`config.mk`:
```
export PLATFORM = sky130hd
export DESIGN_NAME = animation_frame_position
export DESIGN_NICKNAME = d
export VERILOG_FILES = /design/src/hw/rtl/afp_pkg.sv /design/src/hw/rtl/afp_rem_pipe.sv /design/src/hw/rtl/animation_frame_position.sv
export SDC_FILE = /design/constraint.sdc
export NUM_CORES = 2
export LEC_CHECK = 0
export BUFFER_PORTS_ARGS = -buffer_cell sky130_fd_sc_hd__buf_4
export CAP_MARGIN = 0
export CORE_MARGIN = 5
export CORE_UTILIZATION = 28
export DETAILED_ROUTE_END_ITERATION = 6
export GPL_TIMING_DRIVEN = 0
export SYNTH_ARGS = -nofsm -noshare
export SYNTH_HDL_FRONTEND = slang
export SYNTH_SLANG_ARGS = --single-unit
```
`constraint.sdc`:
```
create_clock -name i_clk -period 20.9 [get_ports i_clk]
set_input_delay 1.045 -clock i_clk [delete_from_list [all_inputs] [get_ports i_clk]]
set_output_delay 1.045 -clock i_clk [all_outputs]
set_load 0.03 [all_outputs]
```
`src/hw/rtl/afp_pkg.sv`:
```
// ----------------------------------------------------------------------------
// afp_pkg: shared types and constants for the animation frame position block
// Field widths, fixed-point formats, mode and register codes, and the item
// record that travels through the remainder pipeline.
// ----------------------------------------------------------------------------
package afp_pkg;

    // port field widths
    localparam int TimeW   = 32;
    localparam int RateW   = 16;
    localparam int ModeW   = 3;
    localparam int PosW    = 32;
    localparam int FcW     = 16;
    localparam int FpsW    = 10;
    localparam int CfgIdxW = 1;

    // internal fixed-point formats
    localparam int TrW     = (TimeW - 1) + (RateW - 1);   // time * rate, Q.24
    localparam int ProdW   = TrW + FpsW;                  // time * rate * fps
    localparam int FracW   = 24;                          // fraction bits of the product
    localparam int IntW    = ProdW - FracW;               // integer frames
    localparam int PosInW  = FcW + FracW;                 // position before truncation
    localparam int DropW   = FracW - 16;                  // bits dropped to reach Q16.16

    // remainder pipeline: quotient bits resolved per stage
    localparam int DivStepBits = 4;
    localparam int DivStages   = IntW / DivStepBits;

    localparam logic [FpsW-1:0] FpsReset = 10'd30;

    // playback modes
    localparam logic [ModeW-1:0] MODE_MANUAL    = 3'd0;
    localparam logic [ModeW-1:0] MODE_ONCE      = 3'd1;
    localparam logic [ModeW-1:0] MODE_LOOP      = 3'd2;
    localparam logic [ModeW-1:0] MODE_PINGPONG  = 3'd3;
    localparam logic [ModeW-1:0] MODE_LOOP_BACK = 3'd4;
    localparam logic [ModeW-1:0] MODE_ONCE_BACK = 3'd5;

    // configuration register indexes
    localparam logic [CfgIdxW-1:0] REG_FRAME_COUNT = 1'd0;
    localparam logic [CfgIdxW-1:0] REG_FPS         = 1'd1;

    typedef struct packed {
        logic [ModeW-1:0] mode;
        logic [IntW-1:0]  fi;
        logic [FracW-1:0] frac;
    } t_item;

endpackage

```
`src/hw/rtl/afp_rem_pipe.sv`:
```
// ----------------------------------------------------------------------------
// afp_rem_pipe: pipelined integer remainder
// Restoring division of the integer frame count by the last frame index,
// a few quotient bits per stage. Returns the remainder and the quotient LSB.
// ----------------------------------------------------------------------------
module afp_rem_pipe (
    input  logic                  i_clk,
    input  logic                  i_rst_n,
    input  logic                  i_valid,
    output logic                  o_ready,
    input  afp_pkg::t_item        i_item,
    input  logic [afp_pkg::FcW-1:0] i_divisor,
    output logic                  o_valid,
    input  logic                  i_ready,
    output afp_pkg::t_item        o_item,
    output logic [afp_pkg::FcW-1:0] o_rem,
    output logic                  o_q0
);

    localparam int NStg = afp_pkg::DivStages;
    localparam int RemW = afp_pkg::FcW;

    logic [NStg-1:0] r_v;
    afp_pkg::t_item  r_item [NStg];
    logic [RemW-1:0] r_rem  [NStg];
    logic [NStg-1:0] r_q0;
    logic [NStg:0]   w_en;

    assign w_en[NStg] = i_ready;
    assign o_ready    = w_en[0];

    for (genvar s = 0; s < NStg; s++) begin : g_stage
        afp_pkg::t_item  w_item;
        logic [RemW-1:0] w_rem_in;
        logic            w_v_in;
        logic [RemW-1:0] n_rem;
        logic            n_q0;

        // a stage moves on when it is empty or the next one moves
        assign w_en[s] = !r_v[s] || w_en[s+1];

        if (s == 0) begin : g_first
            assign w_item   = i_item;
            assign w_rem_in = '0;
            assign w_v_in   = i_valid;
        end else begin : g_next
            assign w_item   = r_item[s-1];
            assign w_rem_in = r_rem[s-1];
            assign w_v_in   = r_v[s-1];
        end

        always_comb begin : p_step
            logic [RemW:0]   w_tmp;
            logic [RemW-1:0] w_rem;
            w_rem = w_rem_in;
            n_q0  = 1'b0;
            for (int k = 0; k < afp_pkg::DivStepBits; k++) begin
                w_tmp = {w_rem, w_item.fi[afp_pkg::IntW-1-s*afp_pkg::DivStepBits-k]};
                if (w_tmp >= {1'b0, i_divisor}) begin
                    w_tmp = w_tmp - {1'b0, i_divisor};
                    n_q0  = 1'b1;
                end else begin
                    n_q0  = 1'b0;
                end
                w_rem = w_tmp[RemW-1:0];
            end
            n_rem = w_rem;
        end

        always_ff @(posedge i_clk) begin
            if (!i_rst_n) begin
                r_v[s] <= 1'b0;
            end else if (w_en[s]) begin
                r_v[s] <= w_v_in;
            end
        end

        always_ff @(posedge i_clk) begin
            if (w_en[s] && w_v_in) begin
                r_item[s] <= w_item;
                r_rem[s]  <= n_rem;
                r_q0[s]   <= n_q0;
            end
        end
    end

    assign o_valid = r_v[NStg-1];
    assign o_item  = r_item[NStg-1];
    assign o_rem   = r_rem[NStg-1];
    assign o_q0    = r_q0[NStg-1];

endmodule

```
`src/hw/rtl/animation_frame_position.sv`:
```
// ----------------------------------------------------------------------------
// animation_frame_position: playback time to fractional frame position
// Scales a Q16.16 time by a Q8.8 rate and the clip frame rate, then clamps,
// wraps, ping-pongs or reverses it against the last frame index.
// ----------------------------------------------------------------------------
// One request is taken every clock cycle when no stall holds the input. One
// stage forms time times rate, one multiplies by the frame rate, eight
// stages of the remainder pipeline divide the integer part of the product
// by the last frame index (four quotient bits a stage), one stage folds the
// remainder for ping-pong and one selects the mode result into the output
// register. Stalls hold each stage in place; empty stages still fill while
// the output waits. Write frame_count and frames_per_second only while no
// request is in flight. There is no clearing pass after reset.
module animation_frame_position (
    input  logic                           i_clk,
    input  logic                           i_rst_n,
    input  logic                           i_cfg_we,
    input  logic [afp_pkg::CfgIdxW-1:0]    i_cfg_idx,
    input  logic [afp_pkg::FcW-1:0]        i_cfg_wdata,
    input  logic                           i_valid,
    output logic                           o_ready,
    input  logic signed [afp_pkg::TimeW-1:0] i_elapsed_time,
    input  logic signed [afp_pkg::RateW-1:0] i_play_rate,
    input  logic [afp_pkg::ModeW-1:0]      i_mode,
    output logic                           o_valid,
    input  logic                           i_ready,
    output logic [afp_pkg::PosW-1:0]       o_frame_position,
    output logic                           o_finished
);

    localparam int TW = afp_pkg::TimeW;
    localparam int RW = afp_pkg::RateW;
    localparam int FW = afp_pkg::FracW;
    localparam int CW = afp_pkg::FcW;
    localparam int PW = afp_pkg::PosInW;

    // configuration
    logic [CW-1:0]            r_frame_count;
    logic [afp_pkg::FpsW-1:0] r_fps;

    always_ff @(posedge i_clk) begin
        if (!i_rst_n) begin
            r_frame_count <= '0;
            r_fps         <= afp_pkg::FpsReset;
        end else if (i_cfg_we) begin
            case (i_cfg_idx)
                afp_pkg::REG_FRAME_COUNT: r_frame_count <= i_cfg_wdata;
                afp_pkg::REG_FPS:         r_fps <= i_cfg_wdata[afp_pkg::FpsW-1:0];
                default: ;
            endcase
        end
    end

    logic [CW-1:0] w_d;      // last frame index
    logic          w_active;
    assign w_d      = r_frame_count - CW'(1);
    assign w_active = (r_frame_count[CW-1:1] != '0) && (r_fps != '0);

    // stage control
    logic w_en_a, w_en_b, w_en_c, w_en_o, w_div_ready;

    // stage a: clamp and time * rate
    logic                      r_a_v;
    logic [afp_pkg::TrW-1:0]   r_a_tr;
    logic [afp_pkg::ModeW-1:0] r_a_mode;
    logic [TW-2:0]             w_t;
    logic [RW-2:0]             w_r;
    logic [afp_pkg::TrW-1:0]   n_a_tr;

    assign w_t    = i_elapsed_time[TW-1] ? '0 : i_elapsed_time[TW-2:0];
    assign w_r    = i_play_rate[RW-1] ? '0 : i_play_rate[RW-2:0];
    assign n_a_tr = w_t * w_r;
    assign w_en_a = !r_a_v || w_en_b;
    assign o_ready = w_en_a;

    always_ff @(posedge i_clk) begin
        if (!i_rst_n) begin
            r_a_v <= 1'b0;
        end else if (w_en_a) begin
            r_a_v <= i_valid;
        end
    end

    always_ff @(posedge i_clk) begin
        if (w_en_a && i_valid) begin
            r_a_tr   <= n_a_tr;
            r_a_mode <= i_mode;
        end
    end

    // stage b: times frame rate
    logic                      r_b_v;
    logic [afp_pkg::ProdW-1:0] r_b_prod;
    logic [afp_pkg::ModeW-1:0] r_b_mode;
    logic [afp_pkg::ProdW-1:0] n_b_prod;
    afp_pkg::t_item            w_b_item;

    assign n_b_prod = r_a_tr * r_fps;
    assign w_en_b   = !r_b_v || w_div_ready;

    always_ff @(posedge i_clk) begin
        if (!i_rst_n) begin
            r_b_v <= 1'b0;
        end else if (w_en_b) begin
            r_b_v <= r_a_v;
        end
    end

    always_ff @(posedge i_clk) begin
        if (w_en_b && r_a_v) begin
            r_b_prod <= n_b_prod;
            r_b_mode <= r_a_mode;
        end
    end

    assign w_b_item.mode = r_b_mode;
    assign w_b_item.fi   = r_b_prod[afp_pkg::ProdW-1:FW];
    assign w_b_item.frac = r_b_prod[FW-1:0];

    // remainder of the integer frames by the last frame index
    logic           w_div_v;
    afp_pkg::t_item w_div_item;
    logic [CW-1:0]  w_div_rem;
    logic           w_div_q0;

    afp_rem_pipe u_rem (
        .i_clk     (i_clk),
        .i_rst_n   (i_rst_n),
        .i_valid   (r_b_v),
        .o_ready   (w_div_ready),
        .i_item    (w_b_item),
        .i_divisor (w_d),
        .o_valid   (w_div_v),
        .i_ready   (w_en_c),
        .o_item    (w_div_item),
        .o_rem     (w_div_rem),
        .o_q0      (w_div_q0)
    );

    // stage c: compare against the end and fold for ping-pong
    logic                      r_c_v;
    logic [afp_pkg::ModeW-1:0] r_c_mode;
    logic [FW-1:0]             r_c_frac;
    logic [CW-1:0]             r_c_fil;
    logic [CW-1:0]             r_c_rem;
    logic [CW:0]               r_c_pi;
    logic                      r_c_ge;
    logic                      r_c_pup;
    logic                      n_c_ge;
    logic [CW:0]               n_c_pi;
    logic                      n_c_pup;

    // product at or past the end frame
    assign n_c_ge = w_div_item.fi >= {{(afp_pkg::IntW-CW){1'b0}}, w_d};
    // remainder modulo twice the end: add the end back on odd quotients
    assign n_c_pi = {1'b0, w_div_rem} + (w_div_q0 ? {1'b0, w_d} : '0);
    assign n_c_pup = (n_c_pi < {1'b0, w_d})
                  || ((n_c_pi == {1'b0, w_d}) && (w_div_item.frac == '0));
    assign w_en_c = !r_c_v || w_en_o;

    always_ff @(posedge i_clk) begin
        if (!i_rst_n) begin
            r_c_v <= 1'b0;
        end else if (w_en_c) begin
            r_c_v <= w_div_v;
        end
    end

    always_ff @(posedge i_clk) begin
        if (w_en_c && w_div_v) begin
            r_c_mode <= w_div_item.mode;
            r_c_frac <= w_div_item.frac;
            r_c_fil  <= w_div_item.fi[CW-1:0];
            r_c_rem  <= w_div_rem;
            r_c_pi   <= n_c_pi;
            r_c_ge   <= n_c_ge;
            r_c_pup  <= n_c_pup;
        end
    end

    // output stage: pick the mode result
    logic                r_out_valid;
    logic [afp_pkg::PosW-1:0] r_pos;
    logic                r_fin;
    logic [PW-1:0]       w_e;
    logic [PW:0]         w_e2;
    logic [PW:0]         w_pp_down;
    logic [PW-1:0]       w_loop_back;
    logic [PW-1:0]       w_once_back;
    logic [PW-1:0]       n_pos;
    logic                n_fin;

    assign w_e         = {w_d, {FW{1'b0}}};
    assign w_e2        = {w_d, 1'b0, {FW{1'b0}}};
    assign w_pp_down   = w_e2 - {r_c_pi, r_c_frac};
    assign w_loop_back = w_e - {r_c_rem, r_c_frac};
    assign w_once_back = w_e - {r_c_fil, r_c_frac};
    assign w_en_o      = !r_out_valid || i_ready;

    always_comb begin
        n_pos = '0;
        n_fin = 1'b0;
        case (r_c_mode)
            afp_pkg::MODE_MANUAL:    n_pos = r_c_ge ? w_e : {r_c_fil, r_c_frac};
            afp_pkg::MODE_ONCE: begin
                n_pos = r_c_ge ? w_e : {r_c_fil, r_c_frac};
                n_fin = (r_frame_count == '0) || (r_fps == '0) || r_c_ge;
            end
            afp_pkg::MODE_LOOP:      n_pos = {r_c_rem, r_c_frac};
            afp_pkg::MODE_PINGPONG:  n_pos = r_c_pup ? {r_c_pi[CW-1:0], r_c_frac}
                                                     : w_pp_down[PW-1:0];
            afp_pkg::MODE_LOOP_BACK: n_pos = w_loop_back;
            afp_pkg::MODE_ONCE_BACK: begin
                n_pos = r_c_ge ? '0 : w_once_back;
                n_fin = (r_frame_count == '0) || (r_fps == '0) || r_c_ge;
            end
            default: ;
        endcase
        // short clip or zero frame rate: hold the first frame
        if (!w_active) begin
            n_pos = '0;
        end
    end

    always_ff @(posedge i_clk) begin
        if (!i_rst_n) begin
            r_out_valid <= 1'b0;
        end else if (w_en_o) begin
            r_out_valid <= r_c_v;
        end
    end

    always_ff @(posedge i_clk) begin
        if (w_en_o && r_c_v) begin
            r_pos <= n_pos[PW-1:afp_pkg::DropW];
            r_fin <= n_fin;
        end
    end

    assign o_valid          = r_out_valid;
    assign o_frame_position = r_pos;
    assign o_finished       = r_fin;

endmodule

```
==> impl_results.md <==
- Status: finished with violations
- Failing checks: capacitance limit, slew limit
- Final Cell Area: 0.09649 mm²
- Placed insts: 13.10k
- CP Capture Type: flip-flop
- Vias in the first global route: 65.10k
- Type of origin of the critical path: flip-flop
- Slew Viols, Final: 1
- WL per Instance: 19.30 µm
- Final net count: 10.66k
- Layout cells sized above 1: 0.06431
- Worst Skew: 0.02590 ns
- Placement Setup Slack: -0.7216 ns
- Worst r2r src: r_frame_count[4]
- CTS tree: done
- Worst-Margin Slew: 1.493 ns
- Die area: 0.3179 mm²
- DRT Pass-1 Iters: 6
- Ranking of synthesized cells by area: edfxtp_1 29%, fa_1 18%, ha_1 11%
- Via density: 4.950
- Setup WS post-layout: 0.9012 ns
- DIE HEIGHT: 563.8 µm
- CTS sink cnt: 857
- Crit path kind: flip-flop to flip-flop
- Primary FF master, synth: edfxtp_1
- Hold Fails Final Rpt: 0
- Initial cell density of the core: 0.2811
- Post-synth EDFFs: 819
- Root buffer cell: clkbuf_16
- Antenna-violating nets left: 0
- FF/Latch Area: 0.02535 mm²
- Net Count, Synth: 10.39k
- CP arrival: 20.43 ns
- M3 GR Usage: 0.02422
- GR Util met1: 0.2168
- Netlist cell types: 115
- Synth top area share: 0.2864
- Hold-fix buffers at CTS: 0
- Maximum buffer depth of the clock tree: 3
- Starting DRT DRC Count: 5,362
- Global Route Usage Sum: 0.1586
- Slowest cell on the critical path: clkdlybuf4s15_2
- Adder-cell share of the synthesized area: 0.2867
- Hold Path End: u_rem.r_item[0][149]
- CP Max Fanout: 10
- RR Endpoint: u_rem.r_rem[0][56]
- Seq cells post-synth: 857
- Core ar.: 0.3056 mm²
- Hold depth: 0
- Overflow after GRT: 0
- CP Data Required Time: 21.33 ns
- Dpl hpwl: 203.2 mm
- Clk slew on worst S/H paths: 0.06 ns
- Top Usage Layer GRT: met2
- Via count: 65.72k
- Footprint of the multi-input gates: 0.05601 mm²
- PortBufs: 106
- Reg2reg path depth: 71
- Layout Area Growth over Synthesis: 12.36%
- RSZ-0062 raised after global routing: no
- Max-slew headroom: -0.002720
- Final setup vio count: 0
- Max incr delay on CP: 0.67 ns
- Skew-Pair Late Insertion Delay: 0.71 ns
- # fillers: 31.58k
- First-pass GRT wire length: 393.2 mm
- # rows: 203
- Class of the worst hold path: flip-flop to flip-flop
- MaxCap Viol Count: 2
- Warnings from Yosys: 0
- Die X: 563.8 µm
- CP most frequent cell: buf_2
- Synth Area in XOR/XNOR: 0.05997
- H-tree depth: 3
- TritonCTS buffer count: 93
- Drt total wl: 256.2 mm
- Biggest area consumer among synthesized cells: edfxtp_1
- # DRC: 0
- Post-synthesis simple-gate area fraction: 0.1506
- Commonest non-fill, non-tap cell in the layout: nand2_1
- Mux cell area share after synthesis: 0.02088
- Max Clk Rate: 50.00 MHz
- Worst Min Path Start: u_rem.r_item[0][90]
- Sequential area share after synthesis: 0.2952
- Crit share post-route: 0.9569
- Min Tclk post-route: 20.00 ns
- Post-synthesis compound-gate area fraction: 0.1312
- Non-filler cells, final: 13.28k
- GPL Wtd Cong: 0.9153
- Initial antenna violation count: 7
- Commonest cells after routing, fill and taps aside: 1,001 x nand2_1, 889 x inv_1, 819 x edfxtp_1, 757 x fa_1, 732 x ha_1
- Largest family of logic cells by synthesized area: adder cells
- Post-Syn Area: 0.08588 mm²
- Placed cell area: 0.09337 mm²
- Syn avg cell area: 9.724 µm²
- Largest net degree at the start of global routing: 33
- Final core utilization: 0.3158
- R2r setup slk: 0.90 ns
- Synthesized instance count: 8,831
- Async SR Flop Fraction: 0
- Top-Level Pins: 108
- GR Util met2: 0.2580
## cell families after synthesis
| logic type | count (synthesis) |
|---|---|
| buf+inv | 1243 |
| compound gates | 1735 |
| fa+ha+maj | 1519 |
| mux | 164 |
| simple gates | 2733 |
| flops | 857 |
| xor+xnor | 580 |
## sequential cells by signal (all words and copies together), names as in the netlist, 3 cells and up
register	cells
r_c_mode	3
r_b_mode	3
r_c_pi	16
r_frame_count	16
r_c_frac	24
r_a_mode	3
r_c_rem	16
o_frame_position	32
u_rem.r_rem	128
r_a_tr	46
u_rem.r_item	472
u_rem.g_stage.w_v_in	7
r_fps	10
r_b_prod	56
r_c_fil	16
## per-stage QoR
stage	setup TNS (ns)	hold slack, ns
3_5_place_dp	-11.82	0.4045
2_1_floorplan	0	0.4003
6_report	0	0.4097
3_3_place_gp	-170.81	0.4002
4_1_cts	0	0.4104
5_1_grt	0	0.4040
## cell usage after synthesis, types with 157 or more instances
| cell | count |
|---|---|
| nand2_1 | 1001 |
| inv_1 | 893 |
| edfxtp_1 | 819 |
| fa_1 | 757 |
| ha_1 | 733 |
| nor2_1 | 624 |
| a21oi_1 | 541 |
| xnor2_1 | 418 |
| o21ai_0 | 333 |
| clkbuf_1 | 283 |
| and2_1 | 278 |
| a21o_1 | 176 |
| xor2_1 | 157 |
## layout make-up
type / count / area share
well taps: 4100 / 0.05316
clock buffers: 113 / 0.02510
flip-flops and latches: 857 / 0.2628
clock inverters: 56 / 0.006678
multi-input cells: 6731 / 0.5805
repair buffers: 175 / 0.02223
plain buffers: 347 / 0.01459
inverters: 896 / 0.03492
diodes: 3 / 0.00007780
## layer usage
metal,wire length (µm),part of all wire
met1,113000,0.44
met2,116600,0.46
met3,17800,0.069
met4,8754,0.034
met5,20,0.000078
## how the worst max path moves through the flow
stage,startpoint,end,slack (ns),depth (start not counted)
floorplan,r_frame_count[0],u_rem.r_rem[0][62],5.33,64
finish,r_frame_count[4],u_rem.r_rem[0][56],0.90,71
detailed placement,r_frame_count[0],u_rem.r_rem[0][56],-0.72,70
CTS,r_frame_count[0],u_rem.r_rem[0][56],0.06,70
global route,r_frame_count[2],u_rem.r_rem[0][46],0.09,69
global placement,r_frame_count[0],u_rem.r_rem[0][46],-2.14,65
## critical path: cells and delay by family, from the launching register on
family	cells	cell delay [ns]
xor gates and xnor gates	2	0.35
buffers and inverters	24	9.02
DFF	1	0.30
and+or+nand+nor	11	2.09
muxes	1	0.37
AOI/OAI and AO/OA	29	6.16
adders and majority gates	4	1.30
## what timing repair did
action	in CTS	in global routing
buffers inserted	0	2
hold endpoints to repair	0	0
pin swaps	0	1
gates resized for setup	4	7
endpoints found under the setup margin	59	62
Power is left out: the tool's default activity adds up to more than one toggle a clock period on the data nets, which glitch-free logic cannot reach.
